--- config.mk ---
export PLATFORM = sky130hd
export DESIGN_NAME = sorted_insertion_table_top
export DESIGN_NICKNAME = d
export VERILOG_FILES = /design/src/hw/rtl/sit_pkg.sv /design/src/hw/rtl/sit_cell.sv /design/src/hw/rtl/sit_encoder.sv /design/src/hw/rtl/sorted_insertion_table_top.sv
export SDC_FILE = /design/constraint.sdc
export NUM_CORES = 2
export LEC_CHECK = 0
export BUFFER_PORTS_ARGS = -buffer_cell sky130_fd_sc_hd__buf_4
export CORE_MARGIN = 2
export CORE_UTILIZATION = 45
export CTS_BUF_LIST = sky130_fd_sc_hd__clkbuf_4 sky130_fd_sc_hd__clkbuf_8
export DETAILED_ROUTE_END_ITERATION = 7
export GPL_ROUTABILITY_DRIVEN = 0
export PLACE_DENSITY = 0.67
export SYNTH_ARGS = -nofsm -noshare
export SYNTH_HDL_FRONTEND = slang
export SYNTH_SLANG_ARGS = --single-unit
--- constraint.sdc ---
create_clock -name clk_i -period 4.35 [get_ports clk_i]
set_input_delay 0.87 -clock clk_i [delete_from_list [all_inputs] [get_ports clk_i]]
set_output_delay 0.87 -clock clk_i [all_outputs]
set_load 0.05 [all_outputs]
--- src/hw/rtl/sit_pkg.sv ---
// ----------------------------------------------------------------------------
// sit_pkg: shared types and constants of the sorted insertion table
// Request and status codes, field widths and the control bundle that the
// sequencer broadcasts to every cell of the row.
// ----------------------------------------------------------------------------
package sit_pkg;

  localparam int unsigned TableDepth = 16;
  localparam int unsigned DataW      = 32;
  localparam int unsigned ReqW       = 2;
  localparam int unsigned StatusW    = 2;
  localparam int unsigned PosW       = 5;

  // request codes
  localparam logic [ReqW-1:0] ReqInsert = 2'd0;
  localparam logic [ReqW-1:0] ReqSearch = 2'd1;
  localparam logic [ReqW-1:0] ReqClear  = 2'd2;

  // status codes
  localparam logic [StatusW-1:0] StatDone     = 2'd0;
  localparam logic [StatusW-1:0] StatFull     = 2'd1;
  localparam logic [StatusW-1:0] StatNotFound = 2'd2;

  typedef enum logic [1:0] {
    ST_IDLE,
    ST_CMP,
    ST_APPLY
  } sit_state_e;

  // broadcast from the sequencer to all cells
  typedef struct packed {
    logic                    cmp_en;
    logic                    ins_en;
    logic signed [DataW-1:0] value;
  } sit_ctrl_t;

endpackage

--- src/hw/rtl/sit_cell.sv ---
// ----------------------------------------------------------------------------
// sit_cell: one slot of the sorted row
// Holds one entry, compares it against the broadcast value and on insert
// either keeps it, takes the new value, or takes its left neighbor's entry.
// ----------------------------------------------------------------------------
module sit_cell import sit_pkg::*; #(
  parameter int unsigned Depth   = TableDepth,
  parameter int unsigned CellIdx = 0,
  localparam int unsigned CntW   = $clog2(Depth + 1)
) (
  input  logic                    clk_i,
  input  logic                    rst_ni,
  input  sit_ctrl_t               ctrl_i,
  input  logic [CntW-1:0]         count_i,
  input  logic                    left_lt_i,
  input  logic signed [DataW-1:0] left_entry_i,
  output logic                    lt_o,
  output logic signed [DataW-1:0] entry_o,
  output logic                    bnd_o,
  output logic                    hit_o
);

  logic                    valid;
  logic                    lt_q, lt_d;
  logic                    eq_q, eq_d;
  logic signed [DataW-1:0] entry_q, entry_d;

  assign valid = CntW'(CellIdx) < count_i;

  // compare the stored entry with the broadcast value
  always_comb begin
    lt_d = lt_q;
    eq_d = eq_q;
    if (ctrl_i.cmp_en) begin
      lt_d = valid && (entry_q < ctrl_i.value);
      eq_d = valid && (entry_q == ctrl_i.value);
    end
  end

  always_ff @(posedge clk_i or negedge rst_ni) begin
    if (!rst_ni) begin
      lt_q <= 1'b0;
      eq_q <= 1'b0;
    end else begin
      lt_q <= lt_d;
      eq_q <= eq_d;
    end
  end

  // first slot that is not smaller: left neighbor smaller, this one not
  assign bnd_o = !lt_q && left_lt_i;
  assign hit_o = bnd_o && eq_q;

  // take the new value at the boundary, shift right of it
  always_comb begin
    entry_d = entry_q;
    if (ctrl_i.ins_en) begin
      if (bnd_o) begin
        entry_d = ctrl_i.value;
      end else if (!lt_q) begin
        entry_d = left_entry_i;
      end
    end
  end

  always_ff @(posedge clk_i) begin
    entry_q <= entry_d;
  end

  assign lt_o    = lt_q;
  assign entry_o = entry_q;

endmodule

--- src/hw/rtl/sit_encoder.sv ---
// ----------------------------------------------------------------------------
// sit_encoder: one-hot to index
// Turns the boundary flag of the cell row into the slot index.
// ----------------------------------------------------------------------------
module sit_encoder import sit_pkg::*; #(
  parameter int unsigned Depth  = TableDepth,
  localparam int unsigned IdxW  = (Depth > 1) ? $clog2(Depth) : 1
) (
  input  logic [Depth-1:0] onehot_i,
  output logic [IdxW-1:0]  idx_o
);

  // OR together the indexes of the set flags
  always_comb begin
    idx_o = '0;
    for (int unsigned i = 0; i < Depth; i++) begin
      if (onehot_i[i]) begin
        idx_o = idx_o | IdxW'(i);
      end
    end
  end

endmodule

--- src/hw/rtl/sorted_insertion_table_top.sv ---
// An item is accepted in idle, compared in every cell, then applied: the shift in
//   the cell row and the registered result. A new item is taken only once the last
//   one is applied, and apply waits while a stalled result still holds the output.
// An item is taken while an earlier result still waits on the output.
// Reset clears the fill count and all control state at once; entries need none.
// ----------------------------------------------------------------------------
// sorted_insertion_table_top: ascending table of signed values
// A row of compare-and-shift cells that inserts, searches or clears.
// ----------------------------------------------------------------------------
module sorted_insertion_table_top import sit_pkg::*; #(
  parameter int unsigned Depth  = TableDepth,
  localparam int unsigned CntW  = $clog2(Depth + 1),
  localparam int unsigned IdxW  = (Depth > 1) ? $clog2(Depth) : 1
) (
  input  logic                    clk_i,
  input  logic                    rst_ni,
  input  logic                    in_valid_i,
  output logic                    in_ready_o,
  input  logic [ReqW-1:0]         req_type_i,
  input  logic signed [DataW-1:0] value_in_i,
  output logic                    out_valid_o,
  input  logic                    out_ready_i,
  output logic [StatusW-1:0]      status_o,
  output logic [PosW-1:0]         position_o,
  output logic [PosW-1:0]         fill_count_o
);

  sit_state_e state_q, state_d;

  logic [ReqW-1:0]         req_q, req_d;
  logic signed [DataW-1:0] val_q, val_d;
  logic [CntW-1:0]         count_q, count_d;

  logic                    out_valid_q, out_valid_d;
  logic [StatusW-1:0]      status_q, status_d;
  logic [PosW-1:0]         position_q, position_d;
  logic [PosW-1:0]         fill_q, fill_d;

  logic                    accept;
  logic                    apply_go;
  logic                    full;
  sit_ctrl_t               ctrl;

  logic [Depth-1:0]        lt;
  logic [Depth-1:0]        bnd;
  logic [Depth-1:0]        hit;
  logic signed [DataW-1:0] entry [Depth];
  logic [IdxW-1:0]         bnd_idx;

  assign accept   = in_valid_i && in_ready_o;
  assign apply_go = (state_q == ST_APPLY) && (!out_valid_q || out_ready_i);
  assign full     = count_q == CntW'(Depth);

  // next state
  always_comb begin
    state_d = state_q;
    unique case (state_q)
      ST_IDLE:  if (accept) state_d = ST_CMP;
      ST_CMP:   state_d = ST_APPLY;
      ST_APPLY: if (apply_go) state_d = ST_IDLE;
      default:  state_d = ST_IDLE;
    endcase
  end

  // sequencer outputs
  always_comb begin
    in_ready_o  = 1'b0;
    ctrl.cmp_en = 1'b0;
    ctrl.ins_en = 1'b0;
    ctrl.value  = val_q;
    unique case (state_q)
      ST_IDLE:  in_ready_o  = 1'b1;
      ST_CMP:   ctrl.cmp_en = 1'b1;
      ST_APPLY: ctrl.ins_en = apply_go && (req_q == ReqInsert) && !full;
      default:  in_ready_o  = 1'b0;
    endcase
  end

  // capture the item
  always_comb begin
    req_d = req_q;
    val_d = val_q;
    if (accept) begin
      req_d = req_type_i;
      val_d = value_in_i;
    end
  end

  always_ff @(posedge clk_i) begin
    req_q <= req_d;
    val_q <= val_d;
  end

  // cell row
  for (genvar g = 0; g < Depth; g++) begin : g_cell
    logic                    left_lt;
    logic signed [DataW-1:0] left_entry;

    if (g == 0) begin : g_head
      assign left_lt    = 1'b1;
      assign left_entry = val_q;
    end else begin : g_body
      assign left_lt    = lt[g-1];
      assign left_entry = entry[g-1];
    end

    sit_cell #(
      .Depth   (Depth),
      .CellIdx (g)
    ) u_cell (
      .clk_i        (clk_i),
      .rst_ni       (rst_ni),
      .ctrl_i       (ctrl),
      .count_i      (count_q),
      .left_lt_i    (left_lt),
      .left_entry_i (left_entry),
      .lt_o         (lt[g]),
      .entry_o      (entry[g]),
      .bnd_o        (bnd[g]),
      .hit_o        (hit[g])
    );
  end

  sit_encoder #(
    .Depth (Depth)
  ) u_enc (
    .onehot_i (bnd),
    .idx_o    (bnd_idx)
  );

  // result and fill count
  always_comb begin
    count_d     = count_q;
    out_valid_d = out_valid_q;
    status_d    = status_q;
    position_d  = position_q;
    fill_d      = fill_q;
    if (out_valid_q && out_ready_i) begin
      out_valid_d = 1'b0;
    end
    if (apply_go) begin
      status_d   = StatDone;
      position_d = '0;
      case (req_q)
        ReqInsert: begin
          if (full) begin
            status_d = StatFull;
          end else begin
            position_d = PosW'(bnd_idx);
            count_d    = count_q + CntW'(1);
          end
        end
        ReqSearch: begin
          if (|hit) begin
            position_d = PosW'(bnd_idx);
          end else begin
            status_d = StatNotFound;
          end
        end
        ReqClear: count_d = '0;
        default:  count_d = count_q;
      endcase
      fill_d      = PosW'(count_d);
      out_valid_d = 1'b1;
    end
  end

  always_ff @(posedge clk_i or negedge rst_ni) begin
    if (!rst_ni) begin
      state_q     <= ST_IDLE;
      count_q     <= '0;
      out_valid_q <= 1'b0;
    end else begin
      state_q     <= state_d;
      count_q     <= count_d;
      out_valid_q <= out_valid_d;
    end
  end

  always_ff @(posedge clk_i) begin
    status_q   <= status_d;
    position_q <= position_d;
    fill_q     <= fill_d;
  end

  assign out_valid_o  = out_valid_q;
  assign status_o     = status_q;
  assign position_o   = position_q;
  assign fill_count_o = fill_q;

endmodule

; Word-level counts from Yosys, hierarchy flattened
; Index checks and enable logic that the tools add are counted.
[totals]
regBits = 598
input_bits = 38
output_inout_bits = 14
wordCells = 297
[op_classes]
n_addsub = 1
n_lt_le_gt_ge = 32
eq_ne = 38
n_mux = 61
n_bitwise = 1
n_reduce_logical = 108
[op_table]
columns = op, count
row1 = 2-to-1 mux 32 bit, 30
row2 = equality test 32 bit, 16
row3 = less-than comparator 32 bit, 16
row4 = logical AND 1 bit, 68
row5 = less-than comparator 4 x 5 -> 1 bit (first input constant), 8
row6 = 2-to-1 mux 4 bit, 10
row7 = AND reduction 2 bit, 17
row8 = inequality test 2 x 1 -> 1 bit (second input constant), 15
row9 = less-than comparator 3 x 5 -> 1 bit (first input constant), 4
row10 = zero test 1 bit, 18
row11 = OR reduction 16 bit, 1
row12 = 2-to-1 mux 3 bit, 4
row13 = less-than comparator 1 x 5 -> 1 bit (first input constant), 2
row14 = less-than comparator 2 x 5 -> 1 bit (first input constant), 2
row15 = 2-to-1 mux 2 bit, 5
row16 = case mux 5 bit (2 select lines), 1
row17 = case mux 4 bit (2 select lines), 1
row18 = 2-to-1 mux 1 bit, 7
row19 = case mux 2 bit (3 select lines), 1
row20 = adder 5 x 1 -> 5 bit (second input constant), 1
row21 = equality test 5 bit (second input constant), 1
row22 = 2-to-1 mux 5 bit, 1
row23 = equality test 2 x 1 -> 1 bit (second input constant), 2
row24 = equality test 2 bit (second input constant), 2
row25 = other kinds (6), 8

; Logic depth before layout (Yosys ltp)
[logic_depth]
depth_word = 19
ltp_mapped = 9

; Modules after synthesis
; From an unflattened synthesis, not the netlist that was laid out.
[hier_totals]
hier_cells = 3279
hier_area_um2 = 38528.2
[modules_own_cells]
columns = module, n_inst, cells_each, area_each_um2, seq_area_each_um2
row1 = sit_cell (g_cell[0].u_cell ...), 2, 196, 2263.4, 1011.0
row2 = sit_cell (g_cell[2].u_cell ...), 2, 197, 2263.4, 1011.0
row3 = sit_cell (g_cell[10].u_cell), 1, 199, 2332.2, 1011.0
row4 = sit_cell (g_cell[8].u_cell), 1, 197, 2328.5, 1011.0
row5 = sit_cell (g_cell[1].u_cell), 1, 193, 2289.7, 1011.0
row6 = sit_cell (g_cell[5].u_cell), 1, 195, 2285.9, 1011.0
row7 = sit_cell (g_cell[14].u_cell), 1, 197, 2284.7, 1011.0
row8 = sit_cell (g_cell[13].u_cell), 1, 197, 2282.2, 1011.0
row9 = sit_cell (g_cell[11].u_cell), 1, 197, 2280.9, 1011.0
row10 = sit_cell (g_cell[6].u_cell), 1, 197, 2278.4, 1011.0
row11 = sit_cell (g_cell[12].u_cell), 1, 196, 2265.9, 1011.0
row12 = sit_cell (g_cell[7].u_cell), 1, 196, 2262.2, 1011.0
row13 = sit_cell (g_cell[15].u_cell), 1, 196, 2253.4, 1011.0
row14 = sit_cell (g_cell[3].u_cell), 1, 195, 2242.2, 1011.0
row15 = +2 rows, --, --, --, --

; Worst setup path before layout
; No wires, ideal clock.
[synth_timing]
path_type = input -> register
startpoint = input port out_ready_i
endpoint = register g_cell[0].u_cell.entry_q[0] (enable)
setup_ns = 0.421
arrival_time_ns = 3.555
required_time_ns = 3.929
path_slack_ns = 0.374
stages = 6
n_path_buf = 2
path_cell_list = nand2b_1 > nor2b_1 > clkbuf_1 > nand3_1 > clkbuf_1 > nor2_1
[synth_between]
elab_chain_cells = 6
[synth_lines]
columns = element, line
row1 = start: declaration, sorted_insertion_table_top.sv:22  ; input logic out_ready_i,
row2 = logical OR 1 bit, sorted_insertion_table_top.sv:51  ; assign apply_go = (state_q == ST_APPLY) && (!out_valid_q || out_ready_i);
row3 = logical AND 1 bit, sorted_insertion_table_top.sv:51
row4 = net apply_go, sorted_insertion_table_top.sv:40  ; logic apply_go;
row5 = logical AND 1 bit (2 in series), sorted_insertion_table_top.sv:74  ; ST_APPLY: ctrl.ins_en = apply_go && (req_q == ReqInsert) && !full;
row6 = 2-to-1 mux 1 bit, sorted_insertion_table_top.sv:71  ; unique case (state_q)
row7 = AND reduction 2 bit (no line), --
row8 = end signal: assignment, sit_cell.sv:67  ; entry_q <= entry_d;
row9 = end: declaration, sit_cell.sv:26  ; logic signed [DataW-1:0] entry_q, entry_d;
; The timed path passes the listed nets, and every way through them passes these cells.
; A chain may end at the register's enable or synchronous reset.

; Worst setup path in the final report
[layout_timing]
startpoint = register val_q[12] (netlist: g_cell[0].left_entry[12])
endpoint = register g_cell[12].u_cell.lt_q
[layout_between]
elab_chain_cells = 2
[layout_lines]
columns = element, line
row1 = start: declaration, sorted_insertion_table_top.sv:31  ; logic signed [DataW-1:0] val_q, val_d;
row2 = start signal: assignment, sorted_insertion_table_top.sv:91  ; val_q <= val_d;
row3 = less-than comparator 32 bit, sit_cell.sv:35  ; lt_d = valid && (entry_q < ctrl_i.value);
row4 = logical AND 1 bit, sit_cell.sv:35
row5 = end signal: assignment, sit_cell.sv:45  ; lt_q <= lt_d;
row6 = end: declaration, sit_cell.sv:24  ; logic lt_q, lt_d;
; No other way between the ends.

==> impl_metrics.json <==
{
  "synth-seq-cells": 597,
  "synth_edf_count": 557,
  "synth-seq-area-share": 0.507,
  "crit_family": "compound AO/OA/AOI/OAI gates",
  "syn_inst": 3247,
  "drive_above_1_share": 0.110,
  "firstDrtPassIters": 7,
  "coreArea_mm2": 0.0772,
  "slew_violations": 0,
  "synth_area_per_cell_um2": 10.8,
  "grt_max_degree": 67,
  "rsz0062_at_grt": "no",
  "required_ns": 4.91,
  "io_pins": 52,
  "drt-total-wl_um": 77500,
  "synth_top_cell_area_share": 0.479,
  "root_buffer": "clkbuf_8",
  "start_util": 0.452,
  "slew_headroom": 0.255,
  "hold_viol_final": 0,
  "drc": 0,
  "skew_ns": 0.0358,
  "worstHoldPathType": "in2async",
  "wire_per_inst_um": 17.4,
  "grt_pass1_wl_um": 124000,
  "io_buffers": 50,
  "drtIter0Drc": 1904,
  "final_cell_mix": "nand2_1, edfxtp_1, o21ai_0",
  "ys_types": 61,
  "crit_buf_inv": 1,
  "yosysTopAreaCell": "edfxtp_1",
  "fp.dieW_um": 283,
  "place_ws_ns": 1.29,
  "area_growth_pct": 11.4,
  "cpPeakStageDelay_ns": 0.65,
  "critPathKind": "reg2reg",
  "final_common_cell": "nand2_1",
  "synth_area_mm2": 0.0349,
  "cts_tree": "built",
  "setup-tns-final_ns": 0,
  "power.total_mw": 15.7,
  "track_usage": 0.198,
  "cp-end-kind": "flop",
  "fmax_mhz": 321,
  "setup_viol": 0,
  "slowest_stage": "inv_1",
  "cts_buffer_depth": 3,
  "synth_fp_nets": 3799,
  "post-route-util": 0.504,
  "path_cells": "inv_1 > ha_1 > and4_1 > a221oi_1 > o22a_1 > a31oi_1 > or3b_2",
  "setup_ws_ns": 1.23,
  "worst_ep_arrival_time_ns": 3.68,
  "nets": 3892,
  "row_count": 102,
  "worst_setup_path_start_kind": "flop",
  "yosys_warnings": 0,
  "antenna_found_initial": 1,
  "clk_pin_slew_ns": 0.07,
  "outcome": "finished, final reports clean",
  "synthFlopType": "edfxtp_1",
  "first_global_vias": 24000,
  "postCtsResizedCells": 0,
  "drtAntennaViolNets": 0,
  "clock-sinks": 597,
  "htree_levels": 3,
  "hold_buffers": 0,
  "max_slew.worst_pin.slew_ns": 1.12,
  "clk_latency_ns": 0.71,
  "drv_cap": 0,
  "crit_fanout": 21,
  "p_leak_nw": 16.5,
  "viasPerCell": 5.55,
  "cts-buffers-inserted": 101,
  "fin_crit_sh": 0.717,
  "fin_area_mm2": 0.0389,
  "async_flop_share": 0.0670,
  "die_height_um": 283,
  "placed_area_mm2": 0.0368,
  "power_density_mw_per_mm2": 403,
  "synth_area_leaders": "edfxtp_1, ha_1, o21ai_0",
  "min_period_ns": 3.12,
  "die_area_mm2": 0.0799,
  "cts_setup_buffers": 0,
  "peakVddDrop_mv": 0.351,
  "vias": 24800,
  "hpwl_um": 59100,
  "grt-ovfl-total": 0
}
metal layers:
layer	routed length, um	part of all wire	GRT usage	vias up
met5	0	0	0	-
met4	2500	0.032	0.0719	0
met3	4280	0.055	0.0315	153
met2	36500	0.47	0.336	602
met1	34200	0.44	0.256	11600
li1	-	-	-	12400
registers in the layout, summed over array words and instances, names as in the netlist:
name / flops
g_cell.u_cell.lt_o: 16
status_o: 2
count_q: 5
g_cell.u_cell.eq_q: 16
out_valid_o: 1
g_cell.left_entry: 32
g_cell.u_cell.entry_o: 512
req_q: 2
position_o: 4
fill_count_o: 5
state_q: 2
Yosys cell counts (all sizes together), types with 2 or more instances:
master,number
mux2,18
ha,514
a32oi,5
nand2,568
a21oi,188
nor3b,4
nor2b,42
nand4,113
a211o,14
a21o,104
nor2,61
o211ai,15
o41a,6
a31oi,3
nand3,30
nor3,24
o31a,3
buf,31
and3b,2
nand2b,20
o311a,5
or3,2
or2,3
a22oi,3
a211oi,4
a2111oi,11
o22ai,8
and4,13
a221oi,9
edfxtp,557
and2,12
dfrtp,40
a221o,13
nor4,20
o21ai,536
o31ai,9
clkbuf,121
o21a,7
or4,3
inv,90
per-stage QoR:
step,hold slack (ns),std cells
finish,0.178,4464
global route,0.186,4464
CTS,0.158,4463
detailed placement,0.435,4277
global placement,0.430,4277
floorplan,0.426,3247
where the power goes:
| group | switching, mW | internal, mW | total, mW |
|---|---|---|---|
| Combinational | 2.23 | 1.18 | 3.41 |
| Clock | 2.31 | 2.91 | 5.22 |
| Sequential | 0.219 | 6.85 | 7.07 |
| Total | 4.76 | 10.9 | 15.7 |
final timing paths:
kind	start	endpoint	cells past startpoint	slack, ns
worst max-delay path	g_cell[0].left_entry[12]$_DFFE_PP_	g_cell[12].u_cell.lt_o$_DFFE_PN0N_	7	1.23
worst min-delay path	rst_ni	g_cell[15].u_cell.lt_o$_DFFE_PN0N_	1	0.18
worst max register to register	g_cell[0].left_entry[12]$_DFFE_PP_	g_cell[12].u_cell.lt_o$_DFFE_PN0N_	7	1.23
worst min register to register	g_cell[0].left_entry[14]$_DFFE_PP_	g_cell[0].u_cell.entry_o[14]$_DFFE_PP_	0	0.45
max in group asynchronous	rst_ni	state_q[1]$_DFFE_PN0P_	1	3.70
min in group clk_i	value_in_i[17]	g_cell[0].left_entry[17]$_DFFE_PP_	1	0.34
cells by family after synthesis:
logic type	count (synthesis)	synth area share
AOI/OAI and AO/OA	953	0.156
adders and majority gates	514	0.184
buffers and inverters	242	0.0261
DFF	597	0.507
muxes	19	0.00609
other	1	0.000107
and+or+nand+nor	921	0.120
worst register-to-register path, delay by kind of cell, from the launching register on:
kind,cells,cell delay (ns)
AO/OA/AOI/OAI,3,0.94
AND/OR/NAND/NOR,2,0.64
flip-flops,1,0.38
buffers and inverters,1,0.65
adder cells (fa/ha/maj),1,0.38
cell type report:
class,instances,area [um2]
fill,6743,38300
sequential,597,17700
multi-input combinational,2408,16400
clock buffer,158,1870
tap,1040,1300
timing repair buffer,142,1080
inverter,90,338
clock inverter,28,209
antenna,1,2.50
Note: power is estimated with default switching activity, not from simulation.
